$ cat config.mk
export PLATFORM = sky130hd
export DESIGN_NAME = master_stack_tiler
export DESIGN_NICKNAME = d
export VERILOG_FILES = /design/src/rtl/core/mst_pkg.sv /design/src/rtl/core/mst_div.sv /design/src/rtl/core/mst_dp.sv /design/src/rtl/core/mst_ctrl.sv /design/src/rtl/core/master_stack_tiler.sv
export SDC_FILE = /design/constraint.sdc
export NUM_CORES = 2
export LEC_CHECK = 0
export ABC_AREA = 1
export ABC_CLOCK_PERIOD_IN_PS = 15000
export BUFFER_PORTS_ARGS = -buffer_cell sky130_fd_sc_hd__buf_2
export CAP_MARGIN = 10
export CORE_ASPECT_RATIO = 1.25
export CORE_MARGIN = 1
export CORE_UTILIZATION = 29
export CTS_CLUSTER_DIAMETER = 50
export CTS_CLUSTER_SIZE = 8
export DETAILED_ROUTE_END_ITERATION = 16
export SKIP_LAST_GASP = 1
export SLEW_MARGIN = 20
export SYNTH_ARGS = -nofsm -noshare
export SYNTH_HDL_FRONTEND = slang
export SYNTH_HIERARCHICAL = 1
export SYNTH_SLANG_ARGS = --single-unit
$ cat constraint.sdc
create_clock -name clk -period 15 [get_ports clk]
set_clock_uncertainty 0.05 [all_clocks]
set_input_delay 0.75 -clock clk [delete_from_list [all_inputs] [get_ports clk]]
set_output_delay 0.75 -clock clk [all_outputs]
set_load 0.01 [all_outputs]
$ cat src/rtl/core/mst_pkg.sv
package mst_pkg;

  localparam int COORD_BITS      = 13;
  localparam int MAX_CLIENTS_DEF = 32;
  localparam int FRAC_BITS       = 8;
  localparam int NM_BITS         = 3;
  localparam int NCLI_BITS       = 6;
  localparam int IDX_OUT_BITS    = 5;
  localparam int CFG_IDX_BITS    = 3;

  localparam logic [1:0] MODE_HORZ = 2'd0;
  localparam logic [1:0] MODE_VERT = 2'd1;
  localparam logic [1:0] MODE_MAX  = 2'd2;

  localparam logic KIND_ARRANGE = 1'b0;
  localparam logic KIND_HIT     = 1'b1;

  localparam logic [CFG_IDX_BITS-1:0] REG_LAYOUT   = 3'd0;
  localparam logic [CFG_IDX_BITS-1:0] REG_WIDTH    = 3'd1;
  localparam logic [CFG_IDX_BITS-1:0] REG_HEIGHT   = 3'd2;
  localparam logic [CFG_IDX_BITS-1:0] REG_MASTERS  = 3'd3;
  localparam logic [CFG_IDX_BITS-1:0] REG_FRACTION = 3'd4;
  localparam logic [CFG_IDX_BITS-1:0] REG_CLIENTS  = 3'd5;

  localparam logic [NM_BITS-1:0]   MASTERS_MAX  = 3'd4;
  localparam logic [NM_BITS-1:0]   MASTERS_RST  = 3'd1;
  localparam logic [FRAC_BITS-1:0] FRACTION_MIN = 8'd3;
  localparam logic [FRAC_BITS-1:0] FRACTION_MAX = 8'd253;
  localparam logic [FRAC_BITS-1:0] FRACTION_RST = 8'd141;

  typedef struct packed {
    logic start_arr;
    logic load_ms;
    logic div_start;
    logic rect_load;
    logic step;
    logic start_hit;
    logic hit_read;
    logic hit_load;
    logic miss_load;
  } cmd_t;

  typedef struct packed {
    logic n_done;
    logic full_mode;
    logic div_done;
    logic hit_match;
    logic hit_last;
    logic count_zero;
  } status_t;

endpackage

$ cat src/rtl/core/mst_div.sv
module mst_div #(
  parameter int DIVISOR_W = 6
) (
  input  logic                           clk,
  input  logic                           rst,
  input  logic                           start,
  input  logic [mst_pkg::COORD_BITS-1:0] dividend,
  input  logic [DIVISOR_W-1:0]           divisor,
  output logic                           done,
  output logic [mst_pkg::COORD_BITS-1:0] quotient
);
  import mst_pkg::*;

  localparam int CNT_W = $clog2(COORD_BITS + 1);

  logic                  busy;
  logic [CNT_W-1:0]      cnt;
  logic [DIVISOR_W-1:0]  rem;
  logic [COORD_BITS-1:0] quot;
  logic [DIVISOR_W:0]    shifted;
  logic                  ge;

  assign shifted  = {rem, quot[COORD_BITS-1]};
  assign ge       = shifted >= {1'b0, divisor};
  assign quotient = quot;

  always_ff @(posedge clk) begin
    if (rst) begin
      busy <= 1'b0;
      done <= 1'b0;
      cnt  <= '0;
    end else begin
      done <= 1'b0;
      if (start) begin
        busy <= 1'b1;
        cnt  <= CNT_W'(COORD_BITS);
      end else if (busy) begin
        cnt <= cnt - 1'b1;
        if (cnt == CNT_W'(1)) begin
          busy <= 1'b0;
          done <= 1'b1;
        end
      end
    end
  end

  // one quotient bit per cycle, restoring
  always_ff @(posedge clk) begin
    if (start) begin
      rem  <= '0;
      quot <= dividend;
    end else if (busy) begin
      if (ge) begin
        rem <= DIVISOR_W'(shifted - {1'b0, divisor});
      end else begin
        rem <= shifted[DIVISOR_W-1:0];
      end
      quot <= {quot[COORD_BITS-2:0], ge};
    end
  end

endmodule

$ cat src/rtl/core/mst_dp.sv
module mst_dp #(
  parameter int MAX_CLIENTS = mst_pkg::MAX_CLIENTS_DEF
) (
  input  logic                                 clk,
  input  logic                                 rst,
  input  mst_pkg::cmd_t                        cmd,
  output mst_pkg::status_t                     status,
  input  logic                                 cfg_we,
  input  logic [mst_pkg::CFG_IDX_BITS-1:0]     cfg_index,
  input  logic [mst_pkg::COORD_BITS-1:0]       cfg_data,
  input  logic [mst_pkg::COORD_BITS-1:0]       in_qx,
  input  logic [mst_pkg::COORD_BITS-1:0]       in_qy,
  output logic [mst_pkg::COORD_BITS-1:0]       rect_x,
  output logic [mst_pkg::COORD_BITS-1:0]       rect_y,
  output logic [mst_pkg::COORD_BITS-1:0]       rect_w,
  output logic [mst_pkg::COORD_BITS-1:0]       rect_h,
  output logic [mst_pkg::IDX_OUT_BITS-1:0]     client_index,
  output logic                                 found,
  output logic                                 last
);
  import mst_pkg::*;

  localparam int CNT_W  = $clog2(MAX_CLIENTS + 1);
  localparam int IDX_W  = (MAX_CLIENTS > 1) ? $clog2(MAX_CLIENTS) : 1;
  localparam int RECT_W = 4 * COORD_BITS;
  localparam int CMP_W  = 8;

  // configuration registers
  logic [1:0]            layout_mode;
  logic [COORD_BITS-1:0] area_width;
  logic [COORD_BITS-1:0] area_height;
  logic [NM_BITS-1:0]    master_count;
  logic [FRAC_BITS-1:0]  master_fraction;
  logic [NCLI_BITS-1:0]  client_count;

  logic [NM_BITS-1:0]    v_nm;
  logic [FRAC_BITS-1:0]  v_frac;
  logic [NCLI_BITS-1:0]  v_cli;

  // arrange snapshot and working registers
  logic [1:0]            mode_s;
  logic [COORD_BITS-1:0] ww_s;
  logic [COORD_BITS-1:0] wh_s;
  logic [NM_BITS-1:0]    nm_s;
  logic [FRAC_BITS-1:0]  frac_s;
  logic [CNT_W-1:0]      n_s;
  logic [COORD_BITS-1:0] ms;
  logic [COORD_BITS-1:0] ma;
  logic [COORD_BITS-1:0] sa;
  logic [CNT_W-1:0]      i;
  logic [CNT_W-1:0]      acount;
  logic [COORD_BITS-1:0] qx;
  logic [COORD_BITS-1:0] qy;

  logic [RECT_W-1:0]     mem [MAX_CLIENTS];
  logic [RECT_W-1:0]     rd_data;

  logic                  horz;
  logic                  is_master;
  logic [CMP_W-1:0]      mmin;
  logic [CMP_W-1:0]      div_raw;
  logic [CNT_W-1:0]      divisor;
  logic [COORD_BITS-1:0] dividend;
  logic [COORD_BITS-1:0] size_sel;
  logic [COORD_BITS+FRAC_BITS-1:0] prod;
  logic                  div_done;
  logic [COORD_BITS-1:0] quo;
  logic [COORD_BITS-1:0] nx, ny, nw, nh;
  logic [COORD_BITS-1:0] rx, ry, rw, rh;
  logic [CNT_W:0]        i_inc;

  assign v_nm   = (cfg_data[NM_BITS-1:0] > MASTERS_MAX) ? MASTERS_MAX : cfg_data[NM_BITS-1:0];
  assign v_frac = (cfg_data[FRAC_BITS-1:0] < FRACTION_MIN) ? FRACTION_MIN :
                  (cfg_data[FRAC_BITS-1:0] > FRACTION_MAX) ? FRACTION_MAX :
                  cfg_data[FRAC_BITS-1:0];
  assign v_cli  = ({1'b0, cfg_data[NCLI_BITS-1:0]} > (NCLI_BITS+1)'(MAX_CLIENTS)) ?
                  NCLI_BITS'(MAX_CLIENTS) : cfg_data[NCLI_BITS-1:0];

  always_ff @(posedge clk) begin
    if (rst) begin
      layout_mode     <= MODE_HORZ;
      area_width      <= '0;
      area_height     <= '0;
      master_count    <= MASTERS_RST;
      master_fraction <= FRACTION_RST;
      client_count    <= '0;
    end else if (cfg_we) begin
      unique case (cfg_index)
        REG_LAYOUT:   layout_mode     <= cfg_data[1:0];
        REG_WIDTH:    area_width      <= cfg_data;
        REG_HEIGHT:   area_height     <= cfg_data;
        REG_MASTERS:  master_count    <= v_nm;
        REG_FRACTION: master_fraction <= v_frac;
        REG_CLIENTS:  client_count    <= v_cli;
        default: ;
      endcase
    end
  end

  assign horz      = (mode_s == MODE_HORZ);
  assign is_master = CMP_W'(i) < CMP_W'(nm_s);
  assign mmin      = (CMP_W'(n_s) < CMP_W'(nm_s)) ? CMP_W'(n_s) : CMP_W'(nm_s);
  assign div_raw   = is_master ? (mmin - CMP_W'(i)) : (CMP_W'(n_s) - CMP_W'(i));
  assign divisor   = CNT_W'(div_raw);
  assign dividend  = (horz ? wh_s : ww_s) - (is_master ? ma : sa);
  assign size_sel  = horz ? ww_s : wh_s;
  assign prod      = size_sel * frac_s;
  assign i_inc     = {1'b0, i} + (CNT_W+1)'(1);

  mst_div #(
    .DIVISOR_W (CNT_W)
  ) u_div (
    .clk      (clk),
    .rst      (rst),
    .start    (cmd.div_start),
    .dividend (dividend),
    .divisor  (divisor),
    .done     (div_done),
    .quotient (quo)
  );

  // rectangle for the current client
  always_comb begin
    nx = '0;
    ny = '0;
    nw = ww_s;
    nh = wh_s;
    if (!mode_s[1]) begin
      if (horz) begin
        nx = is_master ? '0 : ms;
        ny = is_master ? ma : sa;
        nw = is_master ? ms : (ww_s - ms);
        nh = quo;
      end else begin
        nx = is_master ? ma : sa;
        ny = is_master ? '0 : ms;
        nw = quo;
        nh = is_master ? ms : (wh_s - ms);
      end
    end
  end

  always_ff @(posedge clk) begin
    if (rst) begin
      acount <= '0;
      i      <= '0;
    end else begin
      if (cmd.start_arr) begin
        acount <= CNT_W'(client_count);
        i      <= '0;
      end else if (cmd.start_hit) begin
        i <= '0;
      end else if (cmd.step) begin
        i <= i + 1'b1;
      end
    end
  end

  always_ff @(posedge clk) begin
    if (cmd.start_arr) begin
      mode_s <= layout_mode;
      ww_s   <= area_width;
      wh_s   <= area_height;
      nm_s   <= master_count;
      frac_s <= master_fraction;
      n_s    <= CNT_W'(client_count);
      ma     <= '0;
      sa     <= '0;
    end
    if (cmd.load_ms) begin
      if (CMP_W'(n_s) > CMP_W'(nm_s)) begin
        ms <= (nm_s != '0) ? prod[COORD_BITS+FRAC_BITS-1:FRAC_BITS] : '0;
      end else begin
        ms <= size_sel;
      end
    end
    if (cmd.rect_load && !mode_s[1]) begin
      if (is_master) begin
        ma <= ma + quo;
      end else begin
        sa <= sa + quo;
      end
    end
    if (cmd.start_hit) begin
      qx <= in_qx;
      qy <= in_qy;
    end
  end

  always_ff @(posedge clk) begin
    if (cmd.rect_load) begin
      mem[i[IDX_W-1:0]] <= {nh, nw, ny, nx};
    end
    if (cmd.hit_read) begin
      rd_data <= mem[i[IDX_W-1:0]];
    end
  end

  assign rx = rd_data[COORD_BITS-1:0];
  assign ry = rd_data[2*COORD_BITS-1:COORD_BITS];
  assign rw = rd_data[3*COORD_BITS-1:2*COORD_BITS];
  assign rh = rd_data[4*COORD_BITS-1:3*COORD_BITS];

  always_ff @(posedge clk) begin
    if (cmd.rect_load) begin
      rect_x       <= nx;
      rect_y       <= ny;
      rect_w       <= nw;
      rect_h       <= nh;
      client_index <= IDX_OUT_BITS'(i);
      found        <= 1'b0;
      last         <= (i_inc == {1'b0, n_s});
    end else if (cmd.hit_load || cmd.miss_load) begin
      rect_x       <= '0;
      rect_y       <= '0;
      rect_w       <= '0;
      rect_h       <= '0;
      client_index <= cmd.hit_load ? IDX_OUT_BITS'(i) : '0;
      found        <= cmd.hit_load;
      last         <= 1'b1;
    end
  end

  assign status.n_done     = (i == n_s);
  assign status.full_mode  = mode_s[1];
  assign status.div_done   = div_done;
  assign status.hit_match  = (qx >= rx) && ({1'b0, qx} < ({1'b0, rx} + {1'b0, rw})) &&
                             (qy >= ry) && ({1'b0, qy} < ({1'b0, ry} + {1'b0, rh}));
  assign status.hit_last   = (i_inc == {1'b0, acount});
  assign status.count_zero = (acount == '0);

endmodule

$ cat src/rtl/core/mst_ctrl.sv
module mst_ctrl (
  input  logic             clk,
  input  logic             rst,
  input  logic             in_valid,
  input  logic             in_kind,
  output logic             in_ready,
  output logic             out_valid,
  input  logic             out_ready,
  output mst_pkg::cmd_t    cmd,
  input  mst_pkg::status_t status
);
  import mst_pkg::*;

  localparam logic [2:0] S_IDLE  = 3'd0;
  localparam logic [2:0] S_MUL   = 3'd1;
  localparam logic [2:0] S_CHK   = 3'd2;
  localparam logic [2:0] S_DIV   = 3'd3;
  localparam logic [2:0] S_EMIT  = 3'd4;
  localparam logic [2:0] S_HRD   = 3'd5;
  localparam logic [2:0] S_HCMP  = 3'd6;
  localparam logic [2:0] S_HEMIT = 3'd7;

  logic [2:0] state;
  logic [2:0] state_next;

  assign in_ready  = (state == S_IDLE);
  assign out_valid = (state == S_EMIT) || (state == S_HEMIT);

  always_comb begin
    cmd        = '0;
    state_next = state;
    unique case (state)
      S_IDLE: begin
        if (in_valid) begin
          if (in_kind == KIND_HIT) begin
            cmd.start_hit = 1'b1;
            if (status.count_zero) begin
              cmd.miss_load = 1'b1;
              state_next    = S_HEMIT;
            end else begin
              state_next = S_HRD;
            end
          end else begin
            cmd.start_arr = 1'b1;
            state_next    = S_MUL;
          end
        end
      end
      S_MUL: begin
        cmd.load_ms = 1'b1;
        state_next  = S_CHK;
      end
      S_CHK: begin
        priority if (status.n_done) begin
          state_next = S_IDLE;
        end else if (status.full_mode) begin
          cmd.rect_load = 1'b1;
          state_next    = S_EMIT;
        end else begin
          cmd.div_start = 1'b1;
          state_next    = S_DIV;
        end
      end
      S_DIV: begin
        if (status.div_done) begin
          cmd.rect_load = 1'b1;
          state_next    = S_EMIT;
        end
      end
      S_EMIT: begin
        if (out_ready) begin
          cmd.step   = 1'b1;
          state_next = S_CHK;
        end
      end
      S_HRD: begin
        cmd.hit_read = 1'b1;
        state_next   = S_HCMP;
      end
      S_HCMP: begin
        priority if (status.hit_match) begin
          cmd.hit_load = 1'b1;
          state_next   = S_HEMIT;
        end else if (status.hit_last) begin
          cmd.miss_load = 1'b1;
          state_next    = S_HEMIT;
        end else begin
          cmd.step   = 1'b1;
          state_next = S_HRD;
        end
      end
      S_HEMIT: begin
        if (out_ready) begin
          state_next = S_IDLE;
        end
      end
      default: state_next = S_IDLE;
    endcase
  end

  always_ff @(posedge clk) begin
    if (rst) begin
      state <= S_IDLE;
    end else begin
      state <= state_next;
    end
  end

  a_no_overlap: assert property (@(posedge clk) disable iff (rst)
    !(in_ready && out_valid))
    else $error("input taken while a result is pending");

  a_load_emits: assert property (@(posedge clk) disable iff (rst)
    cmd.rect_load |=> out_valid)
    else $error("rectangle loaded without being offered");

  a_div_wait: assert property (@(posedge clk) disable iff (rst)
    status.div_done |-> state == S_DIV)
    else $error("divider finished outside the divide wait");

  a_div_start: assert property (@(posedge clk) disable iff (rst)
    cmd.div_start |-> !status.full_mode && !status.n_done)
    else $error("divide started with nothing to divide");

endmodule

$ cat src/rtl/core/master_stack_tiler.sv
// Arrange: setup in S_IDLE and S_MUL, then per client a check state, the divider
// (one quotient bit a cycle) and an output state held until taken; max mode skips the divider.
// Hit test: stored rectangles are read via the table's read port and compared, then 1 result.
// One transaction is worked at a time; the next is taken once the last result is delivered.
// Reset (synchronous, rst high) restores register defaults and empties the stored table
// count; table contents are not cleared, entries beyond the count are never read.
module master_stack_tiler #(
  parameter int MAX_CLIENTS = mst_pkg::MAX_CLIENTS_DEF
) (
  input  logic                             clk,
  input  logic                             rst,
  input  logic                             s_tvalid,
  output logic                             s_tready,
  input  logic [31:0]                      s_tdata,   // query_x, query_y
  input  logic                             s_tuser,   // kind
  output logic                             m_tvalid,
  input  logic                             m_tready,
  output logic [63:0]                      m_tdata,   // rect_x, rect_y, rect_w, rect_h,
                                                      // client_index, found
  output logic                             m_tlast,
  input  logic                             cfg_we,
  input  logic [mst_pkg::CFG_IDX_BITS-1:0] cfg_index,
  input  logic [mst_pkg::COORD_BITS-1:0]   cfg_data
);
  import mst_pkg::*;

  cmd_t                    cmd;
  status_t                 status;
  logic [COORD_BITS-1:0]   rect_x, rect_y, rect_w, rect_h;
  logic [IDX_OUT_BITS-1:0] client_index;
  logic                    found;

  mst_ctrl u_ctrl (
    .clk       (clk),
    .rst       (rst),
    .in_valid  (s_tvalid),
    .in_kind   (s_tuser),
    .in_ready  (s_tready),
    .out_valid (m_tvalid),
    .out_ready (m_tready),
    .cmd       (cmd),
    .status    (status)
  );

  mst_dp #(
    .MAX_CLIENTS (MAX_CLIENTS)
  ) u_dp (
    .clk          (clk),
    .rst          (rst),
    .cmd          (cmd),
    .status       (status),
    .cfg_we       (cfg_we),
    .cfg_index    (cfg_index),
    .cfg_data     (cfg_data),
    .in_qx        (s_tdata[COORD_BITS-1:0]),
    .in_qy        (s_tdata[2*COORD_BITS-1:COORD_BITS]),
    .rect_x       (rect_x),
    .rect_y       (rect_y),
    .rect_w       (rect_w),
    .rect_h       (rect_h),
    .client_index (client_index),
    .found        (found),
    .last         (m_tlast)
  );

  assign m_tdata = {6'd0, found, client_index, rect_h, rect_w, rect_y, rect_x};

endmodule

==> impl_results.md <==
* Status: completed
* Vias at 59700
* Synth warnings at 6
* CTS tree: yes
* Final setup TNS at 0 ns
* Largest net degree at the start of global routing at 165
* Antenna violations before repair at 9
* P_leak at 35.1 nW
* Via/cell ratio at 5.23
* CTS root buf: clkbuf_16
* Cell Pwr Density at 190 nW/um2
* Hold Fails Final Rpt at 0
* TritonCTS Buffers at 305
* Wire length per cell at 23.1 um
* Share of flip-flops with an asynchronous set or reset at 0
* Post-synth EDFFs at 1871
* Clock Pin Slew Worst Setup and Hold Paths at 0.05 ns
* I/O Pins at 121
* Worst hold-check path type: in2reg
* Slew @ Worst Pin at 1.18 ns
* Worst skew pair latency at 0.92 ns
* Max Slew Vio Count at 0
* Postcts setup bufs at 0
* R2R setup slack at 9.03 ns
* Distinct cells, synth at 65
* #FFs+latches synth at 1970
* Cts hold-fix bufs at 9
* Area grow syn2layout at 15.7%
* Worst setup path endpoint: u_dp/ms[5]
* Final setup fails at 0
* CTS sink cnt at 1970
* Crit-path max FO at 38
* Seq/Total Area, Yosys at 0.675
* Endpoint class of the critical path: flip-flop
* Vias in the first global route at 58100
* Fin crit period at 5.97 ns
* Most common cell after layout, fill and taps aside: edfxtp_1
* HP Start: s_tdata[1]
* Synth area leader: edfxtp_1
* Slew HR at 0.214
* Syn_area_per_cell at 11.8 um2
* Die W at 490 um
* Hold slack at 0.0359 ns
* Max Cap Violations at 0
* CP Launch Point: u_dp/mode_s[0]
* FP Rows at 223
* Final period util at 0.398
* Initial core utilization at 0.292
* Post-CTS resize count at 0
* RR Endpoint: u_dp/ms[5]
* Setup CP Type: reg2reg
* Gr usage total at 0.172
* Share of layout cells above drive strength 1 at 0.0983
* DRC at 0
* Dpl ws at 8.51 ns
* Global-route wire length before repair at 380000 um
* H-tree lvl count at 5
* Fin area at 99700 um2
* Crit path required time at 15.60 ns
* Cells on worst reg2reg path at 21
* CTS Buffer Depth at 4
* Routability cong. at 0.878
* Max Clk Rate at 167 MHz
* Final ANT Viol Nets at 0
* RSZ-0062 raised after global routing: false
* Worst vdd ir at 0.000136 V
* Dpl cell area at 91300 um2
* Synth top area cells: edfxtp_1 65%, o21ai_0 5.6%, nor2_1 5.0%, nand2_1 3.5%, o22ai_1 3.3%
* DRT Wirelength at 263000 um
* I/O Buffers at 108
* WP data arrival at 6.57 ns
* Hpwl dp at 151000 um
* Grt ovf at 0
* Top FF cell, synth: edfxtp_1
* Post-Syn Instances at 7273
* Final net count at 7768
* Crit start category: flip-flop
* Die height at 611 um
* Most frequent cells in the layout: 1871 x edfxtp_1, 1106 x nor2_1, 959 x o21ai_0
* PnR worst setup slack at 9.03 ns
* Router iterations before antenna repair at 6
* Core Region at 295000 um2
* R2r startpoint: u_dp/mode_s[0]
* Die area at 299000 um2
* Initial drt markers at 6445
* Synth Cell Area at 86200 um2
* Top-area cell type share of the netlist area at 0.652
[registers in the layout (all words and copies together) (netlist names), 8 cells and up]
name and flops:
u_dp/rect_y 13, u_dp/u_div/quotient 13, u_dp/rd_data 52, u_dp/sa 13, u_dp/ww_s 13, u_dp/rect_h 13, u_dp/master_fraction 8, u_dp/rect_x 13
u_dp/rect_w 13, u_dp/wh_s 13, u_dp/frac_s 8, u_dp/ma 13, u_dp/qy 13, u_dp/ms 13, u_dp/mem 1664, u_dp/qx 13
u_dp/area_height 13, u_dp/area_width 13
[kinds of logic (layout without fill, tap and decap cells)]
family | count (synthesis) | after routing | share of synthesized area
and+or+nand+nor | 2242 | 2242 | 0.105
DFF | 1970 | 1970 | 0.675
AOI/OAI and AO/OA | 1863 | 1863 | 0.125
buffers and inverters | 852 | 1060 | 0.0410
adders and majority gates | 277 | 277 | 0.0468
xor gates and xnor gates | 64 | 64 | 0.00651
muxes | 3 | 3 | 0.000436
other | 2 | 10 | 0.0000872
[area by class of cell]
class	instances	area, um2
fill	28800	196000
sequential	1970	58200
multi-input combinational	4457	25100
clock buffer	337	7910
tap	3937	4930
inverter	468	1790
timing repair buffer	235	1610
clock inverter	20	254
antenna	2	5.00
[cell usage after synthesis, types with 28 or more instances]
library cell / number
ha_1: 202
buf_2: 102
fa_1: 75
nand3_1: 129
dfxtp_1: 99
a221oi_2: 28
nor3_1: 30
nand4_1: 82
nor2_1: 1145
a21oi_1: 193
edfxtp_1: 1871
o22ai_1: 456
clkbuf_1: 240
o21ai_1: 51
o21ai_0: 959
nand2_1: 798
a22o_1: 72
inv_1: 449
xor2_1: 43
[critical path: stages (launching register included)]
cell,delay (ns)
edfxtp_1,0.36
buf_4,0.22
nor2_4,0.50
buf_16,0.25
nand2_1,0.06
o21ai_0,0.31
inv_1,0.32
nor2_1,0.22
fa_1,0.48
fa_1,0.48
fa_1,0.52
inv_1,0.05
fa_1,0.47
inv_1,0.04
ha_1,0.33
a21oi_1,0.30
o21ai_0,0.13
a21oi_1,0.14
nand2_1,0.14
or2_0,0.23
nand3_1,0.07
nand2_1,0.06
[report_power, final]
group	switching (mW)	total [mW]	internal, mW
logic	4.14	5.81	1.67
clock network	2.21	5.95	3.74
registers	0.225	7.16	6.94
total	6.58	18.9	12.3
[routing by layer]
layer / up-vias / track usage / wire length, um
met2: 2714 / 0.284 / 126000
met5: - / 0 / 20
li1: 26500 / - / -
met3: 505 / 0.0274 / 21000
met1: 30000 / 0.223 / 107000
met4: 2 / 0.0706 / 9750
[metrics by stage]
| stage | cells | total power [mW] | util |
|---|---|---|---|
| 2_1_floorplan | 7279 | 11.0 | - |
| 3_3_place_gp | 11100 | 12.9 | 0.309 |
| 3_5_place_dp | 11100 | 13.0 | 0.309 |
| 4_1_cts | 11400 | 18.9 | 0.337 |
| 5_1_grt | 11400 | 19.8 | 0.337 |
| 6_report | 11400 | 18.9 | 0.337 |
[worst min path at each step]
stage	to	slack, ns	cells past startpoint
2_1_floorplan	u_dp/frac_s[0]	0.35	0
3_3_place_gp	u_dp/ww_s[5]	0.36	0
3_5_place_dp	u_dp/wh_s[6]	0.36	0
4_1_cts	u_dp/qx[6]	0.0008	1
5_1_grt	u_dp/qx[6]	0.02	1
6_report	u_dp/qx[1]	0.04	1
No activity file was read; power rests on OpenSTA's default activity.
